### config.mk
export PLATFORM = sky130hd
export DESIGN_NAME = gn3d_fade
export DESIGN_NICKNAME = d
export VERILOG_FILES = /design/src/rtl/core/gn3d_pkg.sv /design/src/rtl/core/gn3d_fade.sv
export SDC_FILE = /design/constraint.sdc
export NUM_CORES = 2
export LEC_CHECK = 0
export BUFFER_PORTS_ARGS = -buffer_cell sky130_fd_sc_hd__buf_4
export CAP_MARGIN = 20
export CORE_MARGIN = 2
export CORE_UTILIZATION = 40
export CTS_CLUSTER_SIZE = 25
export DETAILED_ROUTE_END_ITERATION = 10
export GPL_ROUTABILITY_DRIVEN = 0
export PLACE_DENSITY = 0.64
export SETUP_SLACK_MARGIN = 0.1
export SKIP_LAST_GASP = 1
export SLEW_MARGIN = 20
export SYNTH_ARGS = -nofsm -noshare
export SYNTH_HDL_FRONTEND = slang
export SYNTH_SLANG_ARGS = --single-unit
### constraint.sdc
create_clock -name clk -period 12.15 [get_ports clk]
set_clock_uncertainty 0.2 [all_clocks]
set_input_delay 2.43 -clock clk [delete_from_list [all_inputs] [get_ports clk]]
set_output_delay 2.43 -clock clk [all_outputs]
set_load 0.005 [all_outputs]
### src/rtl/core/gn3d_pkg.sv
// Package for the 3D gradient noise pipeline.
// Holds the permutation table and the gradient selection function.
// No dependencies.
package gn3d_pkg;

  localparam int COORD_W = 32;
  localparam int NOISE_W = 18;

  function automatic logic [7:0] perm_lut(input logic [7:0] idx);
    logic [7:0] r;
    case (idx)
      8'd0: r = 8'd151; 8'd1: r = 8'd160; 8'd2: r = 8'd137; 8'd3: r = 8'd91;
      8'd4: r = 8'd90; 8'd5: r = 8'd15; 8'd6: r = 8'd131; 8'd7: r = 8'd13;
      8'd8: r = 8'd201; 8'd9: r = 8'd95; 8'd10: r = 8'd96; 8'd11: r = 8'd53;
      8'd12: r = 8'd194; 8'd13: r = 8'd233; 8'd14: r = 8'd7; 8'd15: r = 8'd225;
      8'd16: r = 8'd140; 8'd17: r = 8'd36; 8'd18: r = 8'd103; 8'd19: r = 8'd30;
      8'd20: r = 8'd69; 8'd21: r = 8'd142; 8'd22: r = 8'd8; 8'd23: r = 8'd99;
      8'd24: r = 8'd37; 8'd25: r = 8'd240; 8'd26: r = 8'd21; 8'd27: r = 8'd10;
      8'd28: r = 8'd23; 8'd29: r = 8'd190; 8'd30: r = 8'd6; 8'd31: r = 8'd148;
      8'd32: r = 8'd247; 8'd33: r = 8'd120; 8'd34: r = 8'd234; 8'd35: r = 8'd75;
      8'd36: r = 8'd0; 8'd37: r = 8'd26; 8'd38: r = 8'd197; 8'd39: r = 8'd62;
      8'd40: r = 8'd94; 8'd41: r = 8'd252; 8'd42: r = 8'd219; 8'd43: r = 8'd203;
      8'd44: r = 8'd117; 8'd45: r = 8'd35; 8'd46: r = 8'd11; 8'd47: r = 8'd32;
      8'd48: r = 8'd57; 8'd49: r = 8'd177; 8'd50: r = 8'd33; 8'd51: r = 8'd88;
      8'd52: r = 8'd237; 8'd53: r = 8'd149; 8'd54: r = 8'd56; 8'd55: r = 8'd87;
      8'd56: r = 8'd174; 8'd57: r = 8'd20; 8'd58: r = 8'd125; 8'd59: r = 8'd136;
      8'd60: r = 8'd171; 8'd61: r = 8'd168; 8'd62: r = 8'd68; 8'd63: r = 8'd175;
      8'd64: r = 8'd74; 8'd65: r = 8'd165; 8'd66: r = 8'd71; 8'd67: r = 8'd134;
      8'd68: r = 8'd139; 8'd69: r = 8'd48; 8'd70: r = 8'd27; 8'd71: r = 8'd166;
      8'd72: r = 8'd77; 8'd73: r = 8'd146; 8'd74: r = 8'd158; 8'd75: r = 8'd231;
      8'd76: r = 8'd83; 8'd77: r = 8'd111; 8'd78: r = 8'd229; 8'd79: r = 8'd122;
      8'd80: r = 8'd60; 8'd81: r = 8'd211; 8'd82: r = 8'd133; 8'd83: r = 8'd230;
      8'd84: r = 8'd220; 8'd85: r = 8'd105; 8'd86: r = 8'd92; 8'd87: r = 8'd41;
      8'd88: r = 8'd55; 8'd89: r = 8'd46; 8'd90: r = 8'd245; 8'd91: r = 8'd40;
      8'd92: r = 8'd244; 8'd93: r = 8'd102; 8'd94: r = 8'd143; 8'd95: r = 8'd54;
      8'd96: r = 8'd65; 8'd97: r = 8'd25; 8'd98: r = 8'd63; 8'd99: r = 8'd161;
      8'd100: r = 8'd1; 8'd101: r = 8'd216; 8'd102: r = 8'd80; 8'd103: r = 8'd73;
      8'd104: r = 8'd209; 8'd105: r = 8'd76; 8'd106: r = 8'd132; 8'd107: r = 8'd187;
      8'd108: r = 8'd208; 8'd109: r = 8'd89; 8'd110: r = 8'd18; 8'd111: r = 8'd169;
      8'd112: r = 8'd200; 8'd113: r = 8'd196; 8'd114: r = 8'd135; 8'd115: r = 8'd130;
      8'd116: r = 8'd116; 8'd117: r = 8'd188; 8'd118: r = 8'd159; 8'd119: r = 8'd86;
      8'd120: r = 8'd164; 8'd121: r = 8'd100; 8'd122: r = 8'd109; 8'd123: r = 8'd198;
      8'd124: r = 8'd173; 8'd125: r = 8'd186; 8'd126: r = 8'd3; 8'd127: r = 8'd64;
      8'd128: r = 8'd52; 8'd129: r = 8'd217; 8'd130: r = 8'd226; 8'd131: r = 8'd250;
      8'd132: r = 8'd124; 8'd133: r = 8'd123; 8'd134: r = 8'd5; 8'd135: r = 8'd202;
      8'd136: r = 8'd38; 8'd137: r = 8'd147; 8'd138: r = 8'd118; 8'd139: r = 8'd126;
      8'd140: r = 8'd255; 8'd141: r = 8'd82; 8'd142: r = 8'd85; 8'd143: r = 8'd212;
      8'd144: r = 8'd207; 8'd145: r = 8'd206; 8'd146: r = 8'd59; 8'd147: r = 8'd227;
      8'd148: r = 8'd47; 8'd149: r = 8'd16; 8'd150: r = 8'd58; 8'd151: r = 8'd17;
      8'd152: r = 8'd182; 8'd153: r = 8'd189; 8'd154: r = 8'd28; 8'd155: r = 8'd42;
      8'd156: r = 8'd223; 8'd157: r = 8'd183; 8'd158: r = 8'd170; 8'd159: r = 8'd213;
      8'd160: r = 8'd119; 8'd161: r = 8'd248; 8'd162: r = 8'd152; 8'd163: r = 8'd2;
      8'd164: r = 8'd44; 8'd165: r = 8'd154; 8'd166: r = 8'd163; 8'd167: r = 8'd70;
      8'd168: r = 8'd221; 8'd169: r = 8'd153; 8'd170: r = 8'd101; 8'd171: r = 8'd155;
      8'd172: r = 8'd167; 8'd173: r = 8'd43; 8'd174: r = 8'd172; 8'd175: r = 8'd9;
      8'd176: r = 8'd129; 8'd177: r = 8'd22; 8'd178: r = 8'd39; 8'd179: r = 8'd253;
      8'd180: r = 8'd19; 8'd181: r = 8'd98; 8'd182: r = 8'd108; 8'd183: r = 8'd110;
      8'd184: r = 8'd79; 8'd185: r = 8'd113; 8'd186: r = 8'd224; 8'd187: r = 8'd232;
      8'd188: r = 8'd178; 8'd189: r = 8'd185; 8'd190: r = 8'd112; 8'd191: r = 8'd104;
      8'd192: r = 8'd218; 8'd193: r = 8'd246; 8'd194: r = 8'd97; 8'd195: r = 8'd228;
      8'd196: r = 8'd251; 8'd197: r = 8'd34; 8'd198: r = 8'd242; 8'd199: r = 8'd193;
      8'd200: r = 8'd238; 8'd201: r = 8'd210; 8'd202: r = 8'd144; 8'd203: r = 8'd12;
      8'd204: r = 8'd191; 8'd205: r = 8'd179; 8'd206: r = 8'd162; 8'd207: r = 8'd241;
      8'd208: r = 8'd81; 8'd209: r = 8'd51; 8'd210: r = 8'd145; 8'd211: r = 8'd235;
      8'd212: r = 8'd249; 8'd213: r = 8'd14; 8'd214: r = 8'd239; 8'd215: r = 8'd107;
      8'd216: r = 8'd49; 8'd217: r = 8'd192; 8'd218: r = 8'd214; 8'd219: r = 8'd31;
      8'd220: r = 8'd181; 8'd221: r = 8'd199; 8'd222: r = 8'd106; 8'd223: r = 8'd157;
      8'd224: r = 8'd184; 8'd225: r = 8'd84; 8'd226: r = 8'd204; 8'd227: r = 8'd176;
      8'd228: r = 8'd115; 8'd229: r = 8'd121; 8'd230: r = 8'd50; 8'd231: r = 8'd45;
      8'd232: r = 8'd127; 8'd233: r = 8'd4; 8'd234: r = 8'd150; 8'd235: r = 8'd254;
      8'd236: r = 8'd138; 8'd237: r = 8'd236; 8'd238: r = 8'd205; 8'd239: r = 8'd93;
      8'd240: r = 8'd222; 8'd241: r = 8'd114; 8'd242: r = 8'd67; 8'd243: r = 8'd29;
      8'd244: r = 8'd24; 8'd245: r = 8'd72; 8'd246: r = 8'd243; 8'd247: r = 8'd141;
      8'd248: r = 8'd128; 8'd249: r = 8'd195; 8'd250: r = 8'd78; 8'd251: r = 8'd66;
      8'd252: r = 8'd215; 8'd253: r = 8'd61; 8'd254: r = 8'd156; 8'd255: r = 8'd180;
      default: r = 8'd0;
    endcase
    return r;
  endfunction

  // Gradient codes that reuse x as the second term.
  localparam logic [3:0] GRAD_C12 = 4'd12;
  localparam logic [3:0] GRAD_C14 = 4'd14;

  // Selects which offsets form the dot product for one corner.
  // u_is_y: 0 picks x, 1 picks y. v_sel: 0 y, 1 x, 2 z.
  typedef struct packed {
    logic       u_is_y;
    logic [1:0] v_sel;
    logic       neg_u;
    logic       neg_v;
  } grad_ctl_t;

  localparam logic [1:0] VSEL_Y = 2'd0;
  localparam logic [1:0] VSEL_X = 2'd1;
  localparam logic [1:0] VSEL_Z = 2'd2;

  function automatic grad_ctl_t grad_decode(input logic [3:0] h);
    grad_ctl_t g;
    g.u_is_y = (h >= 4'd8);
    if (h < 4'd4) begin
      g.v_sel = VSEL_Y;
    end else if (h == GRAD_C12 || h == GRAD_C14) begin
      g.v_sel = VSEL_X;
    end else begin
      g.v_sel = VSEL_Z;
    end
    g.neg_u = h[0];
    g.neg_v = h[1];
    return g;
  endfunction

endpackage

### src/rtl/core/gn3d_fade.sv
// Pipelined quintic fade curve for one axis fraction.
// Depends on gn3d_pkg; four multiply stages, one register after each.
module gn3d_fade import gn3d_pkg::*; #(
  parameter int FRAC_BITS = 16
) (
  input  logic                 clk,
  input  logic                 en,
  input  logic [FRAC_BITS-1:0] t_in,
  output logic [FRAC_BITS:0]   f_out
);

  localparam int W = FRAC_BITS + 6;
  localparam logic signed [W-1:0] ONE15 = W'(15) <<< FRAC_BITS;
  localparam logic signed [W-1:0] ONE10 = W'(10) <<< FRAC_BITS;

  logic [FRAC_BITS-1:0] t1_r, t2_r, t3_r;
  logic signed [W-1:0]  b1_r, b2_r, b3_r;
  logic [FRAC_BITS:0]   f_r;

  logic signed [W-1:0]     a_c;
  logic signed [2*W+1:0]   p1, p2, p3, p4;
  logic signed [W-1:0]     b1_nxt;

  always_comb begin
    a_c    = W'(6) * $signed({6'd0, t_in}) - ONE15;
    p1     = $signed({1'b0, t_in}) * a_c;
    b1_nxt = W'(p1 >>> FRAC_BITS) + ONE10;
    p2     = $signed({1'b0, t1_r}) * b1_r;
    p3     = $signed({1'b0, t2_r}) * b2_r;
    p4     = $signed({1'b0, t3_r}) * b3_r;
  end

  always_ff @(posedge clk) begin
    if (en) begin
      t1_r <= t_in;
      b1_r <= b1_nxt;
      t2_r <= t1_r;
      b2_r <= W'(p2 >>> FRAC_BITS);
      t3_r <= t2_r;
      b3_r <= W'(p3 >>> FRAC_BITS);
      f_r  <= (FRAC_BITS+1)'(p4 >>> FRAC_BITS);
    end
  end

  assign f_out = f_r;

endmodule

==> metrics.txt <==
Post-CTS Hold Buffers=0; Tot GR Track Use=0.192; Initial Utilization=0.404; RSZ-0062 raised after global routing=false; routed vias/inst=about 5; Final Max Slew Viols=0; # setup viols final=0; Slowest cell on crit path=fa_1; CTS tree=done; CTS-repair resized insts=0; # IOs=35; Worst Hold End=t3_r[0]; fin nets=around 7.0k; fillcell total=12.1k; DIE HEIGHT=361 um; GRT overflow=0; Seq. cell area=0.00393 mm2; crit-path max FO=8; setup repair bufs after CTS=0; Yosys cell types=66; DRT iter0 DRCs=slightly below 2k; drt pass-1 iters=9; dpl ws=-111 ps; clk buf depth=2; multi-input logic area=0.0408 mm2; Placed Area=approximately 0.053 mm2; vias in the first global route=38.4k; Layout area overhead=5.28%; antenna viol nets, final=0; Final Critical Period=11630 ps; core area=about 0.13 mm2; CTS Buf Count=17; Tightest Hold Check Type=flip-flop to flip-flop; n_diodes=0; die area=0.130 mm2; via count=34.1k; Num Clock Sinks=about 130; startpoint types=primary input; DP Cell Count=6921; crit end category=flip-flop; worst skew pair latency=490 ps; WP data required=roughly 12000 ps; Final period util=0.957; Top delay family on crit path=adder cells; Reg2Reg Setup Slack=around 4300 ps; first-pass GRT wire length=200000 um; violated checks=DRC; WL/cell=17.0 um; Row Count=130; CTS root buffer=clkbuf_16; Finished Layout Cells=around 7.0k; Hold Vio Cnt, Final=0; yosys warns=0; Synth Register Bits=131; Fin Hold WS=594 ps; run status=finished with violations; Buf/Inv on CP=5; hold path startpoint=t2_r[0]; number of synthesized flops with an enable pin=131; dpl hpwl=94400 um; H-Tree Level Count=4; Top FF cell, synth=edfxtp_1; reg2reg end=b3_r[21]; ys async rst share=0; largest net degree at the start of global routing=94; Cells on Worst Hold Path=1; final wirelength=118000 um; clock slew at reported path FFs=70 ps; antenna violations before repair=0; final instance area=0.0537 mm2; Cells after Synth=5374; Mapped Area=between 0.05 and 0.06 mm2; Max Cap Violations=0; post-synthesis sequential area ratio=0.0771; detailed-route DRC error count=1; min setup slack post-route=between 500 and 600 ps; layout cells sized above 1=0.0289; critical path type=primary input to flip-flop; Worst Path Arrival=11680 ps; Rel. slew slack=0.198; Port Buffers=34; syn avg cell area=9.49 um2; CP max stage delay=about 520 ps; f_max=86.0 MHz; worst-margin pin slew=approximately 1200 ps; Net Count, Synth=slightly above 7k; Die W=361 um; Reg2Reg Launch Point=t2_r[2]; r2r worst-path depth=21; Crit path top cell by count=fa_1
cells in the final DEF (no fill, tap or decap), types with 3 or more instances in the layout:
master / netlist / routed
inv_1: 1477 / 1477
fa_1: 1304 / 1304
nand2_1: 844 / 844
and2_1: 508 / 508
ha_1: 374 / 374
edfxtp_1: 131 / 131
buf_4: 0 / 102
xnor2_1: 101 / 96
nor2_1: 69 / 69
a21oi_1: 60 / 59
xor2_1: 40 / 40
a21o_1: 32 / 32
nor3_1: 29 / 29
o21ai_0: 24 / 24
nand3_1: 17 / 17
clkbuf_16: 0 / 17
o21a_1: 16 / 16
nand2b_1: 14 / 14
and3_1: 13 / 13
nor2b_1: 9 / 9
a211oi_1: 8 / 8
nand4_1: 8 / 8
o21bai_1: 6 / 6
or3_1: 6 / 6
o21ai_1: 6 / 6
a211o_1: 5 / 5
or2_2: 5 / 5
and4_1: 5 / 5
nor4_1: 5 / 5
a31oi_1: 5 / 5
xnor2_2: 0 / 5
clkinv_1: 0 / 5
o31ai_1: 4 / 4
o211ai_1: 4 / 4
bufinv_16: 0 / 3
clkinv_4: 0 / 3
synth_stat cells (all sizes together) (13+ instances only):
library cell / n / area [um2]
and2: 508 / 3180
edfxtp: 131 / 3930
xor2: 40 / 350
ha: 374 / 4680
a21o: 32 / 240
and3: 13 / 81.3
clkbuf: 200 / 751
nand3: 17 / 85.1
inv: 1479 / 5550
o21a: 16 / 120
nand2: 844 / 3170
nand2b: 14 / 87.6
o21ai: 30 / 150
xnor2: 101 / 885
nor3: 29 / 145
fa: 1304 / 26100
a21oi: 62 / 325
nor2: 70 / 270
routing by layer:
metal | track usage | wire [um]
met5 | 0 | 0
met2 | 0.331 | 58100
met1 | 0.259 | 51500
met3 | 0.0261 | 6730
met4 | 0.0409 | 1940
cell type report:
class                      instances  area share
sequential                       131      0.0733
inverter                        1479       0.103
clock inverter                    15     0.00305
timing repair buffer             103      0.0145
clock buffer                      17     0.00792
multi-input combinational       3558       0.759
tap                             1650      0.0385
stage by stage:
stage / setup TNS (ps) / util
finish: 0 / 0.426
global placement: 0 / 0.421
global route: 0 / 0.426
floorplan: 0 / -
detailed placement: -111 / 0.421
CTS: 0 / 0.426
worst max path at each step:
| stage | startpoint | end | slack (ps) | cells after the start |
|---|---|---|---|---|
| after CTS | t_in[1] | b1_r[21] | 420 | 38 |
| after floorplan | t_in[0] | b1_r[21] | 640 | 35 |
| after global placement | t_in[1] | b1_r[21] | 70 | 38 |
| after detailed placement | t_in[1] | b1_r[21] | -110 | 38 |
| final | t_in[1] | b1_r[21] | 520 | 38 |
| after global routing | t_in[1] | b1_r[21] | 160 | 37 |
flip-flops by register name, indices dropped and copies added, names as in the netlist:
signal / flops
t3_r: 16
b1_r: 22
t2_r: 16
f_out: 17
b2_r: 22
t1_r: 16
b3_r: 22
kinds of logic (layout without fill, tap and decap cells):
logic type	after synthesis	after routing	share of synthesized area
DFF	131	131	0.0771
and+or+nand+nor	1538	1538	0.143
muxes	2	2	0.000491
buffers and inverters	1685	1614	0.124
adders and majority gates	1678	1678	0.604
AOI/OAI and AO/OA	199	199	0.0267
xor gates and xnor gates	141	141	0.0242
Power is left out: the tool's default activity adds up to more than one toggle a clock period on the data nets, which glitch-free logic cannot reach.
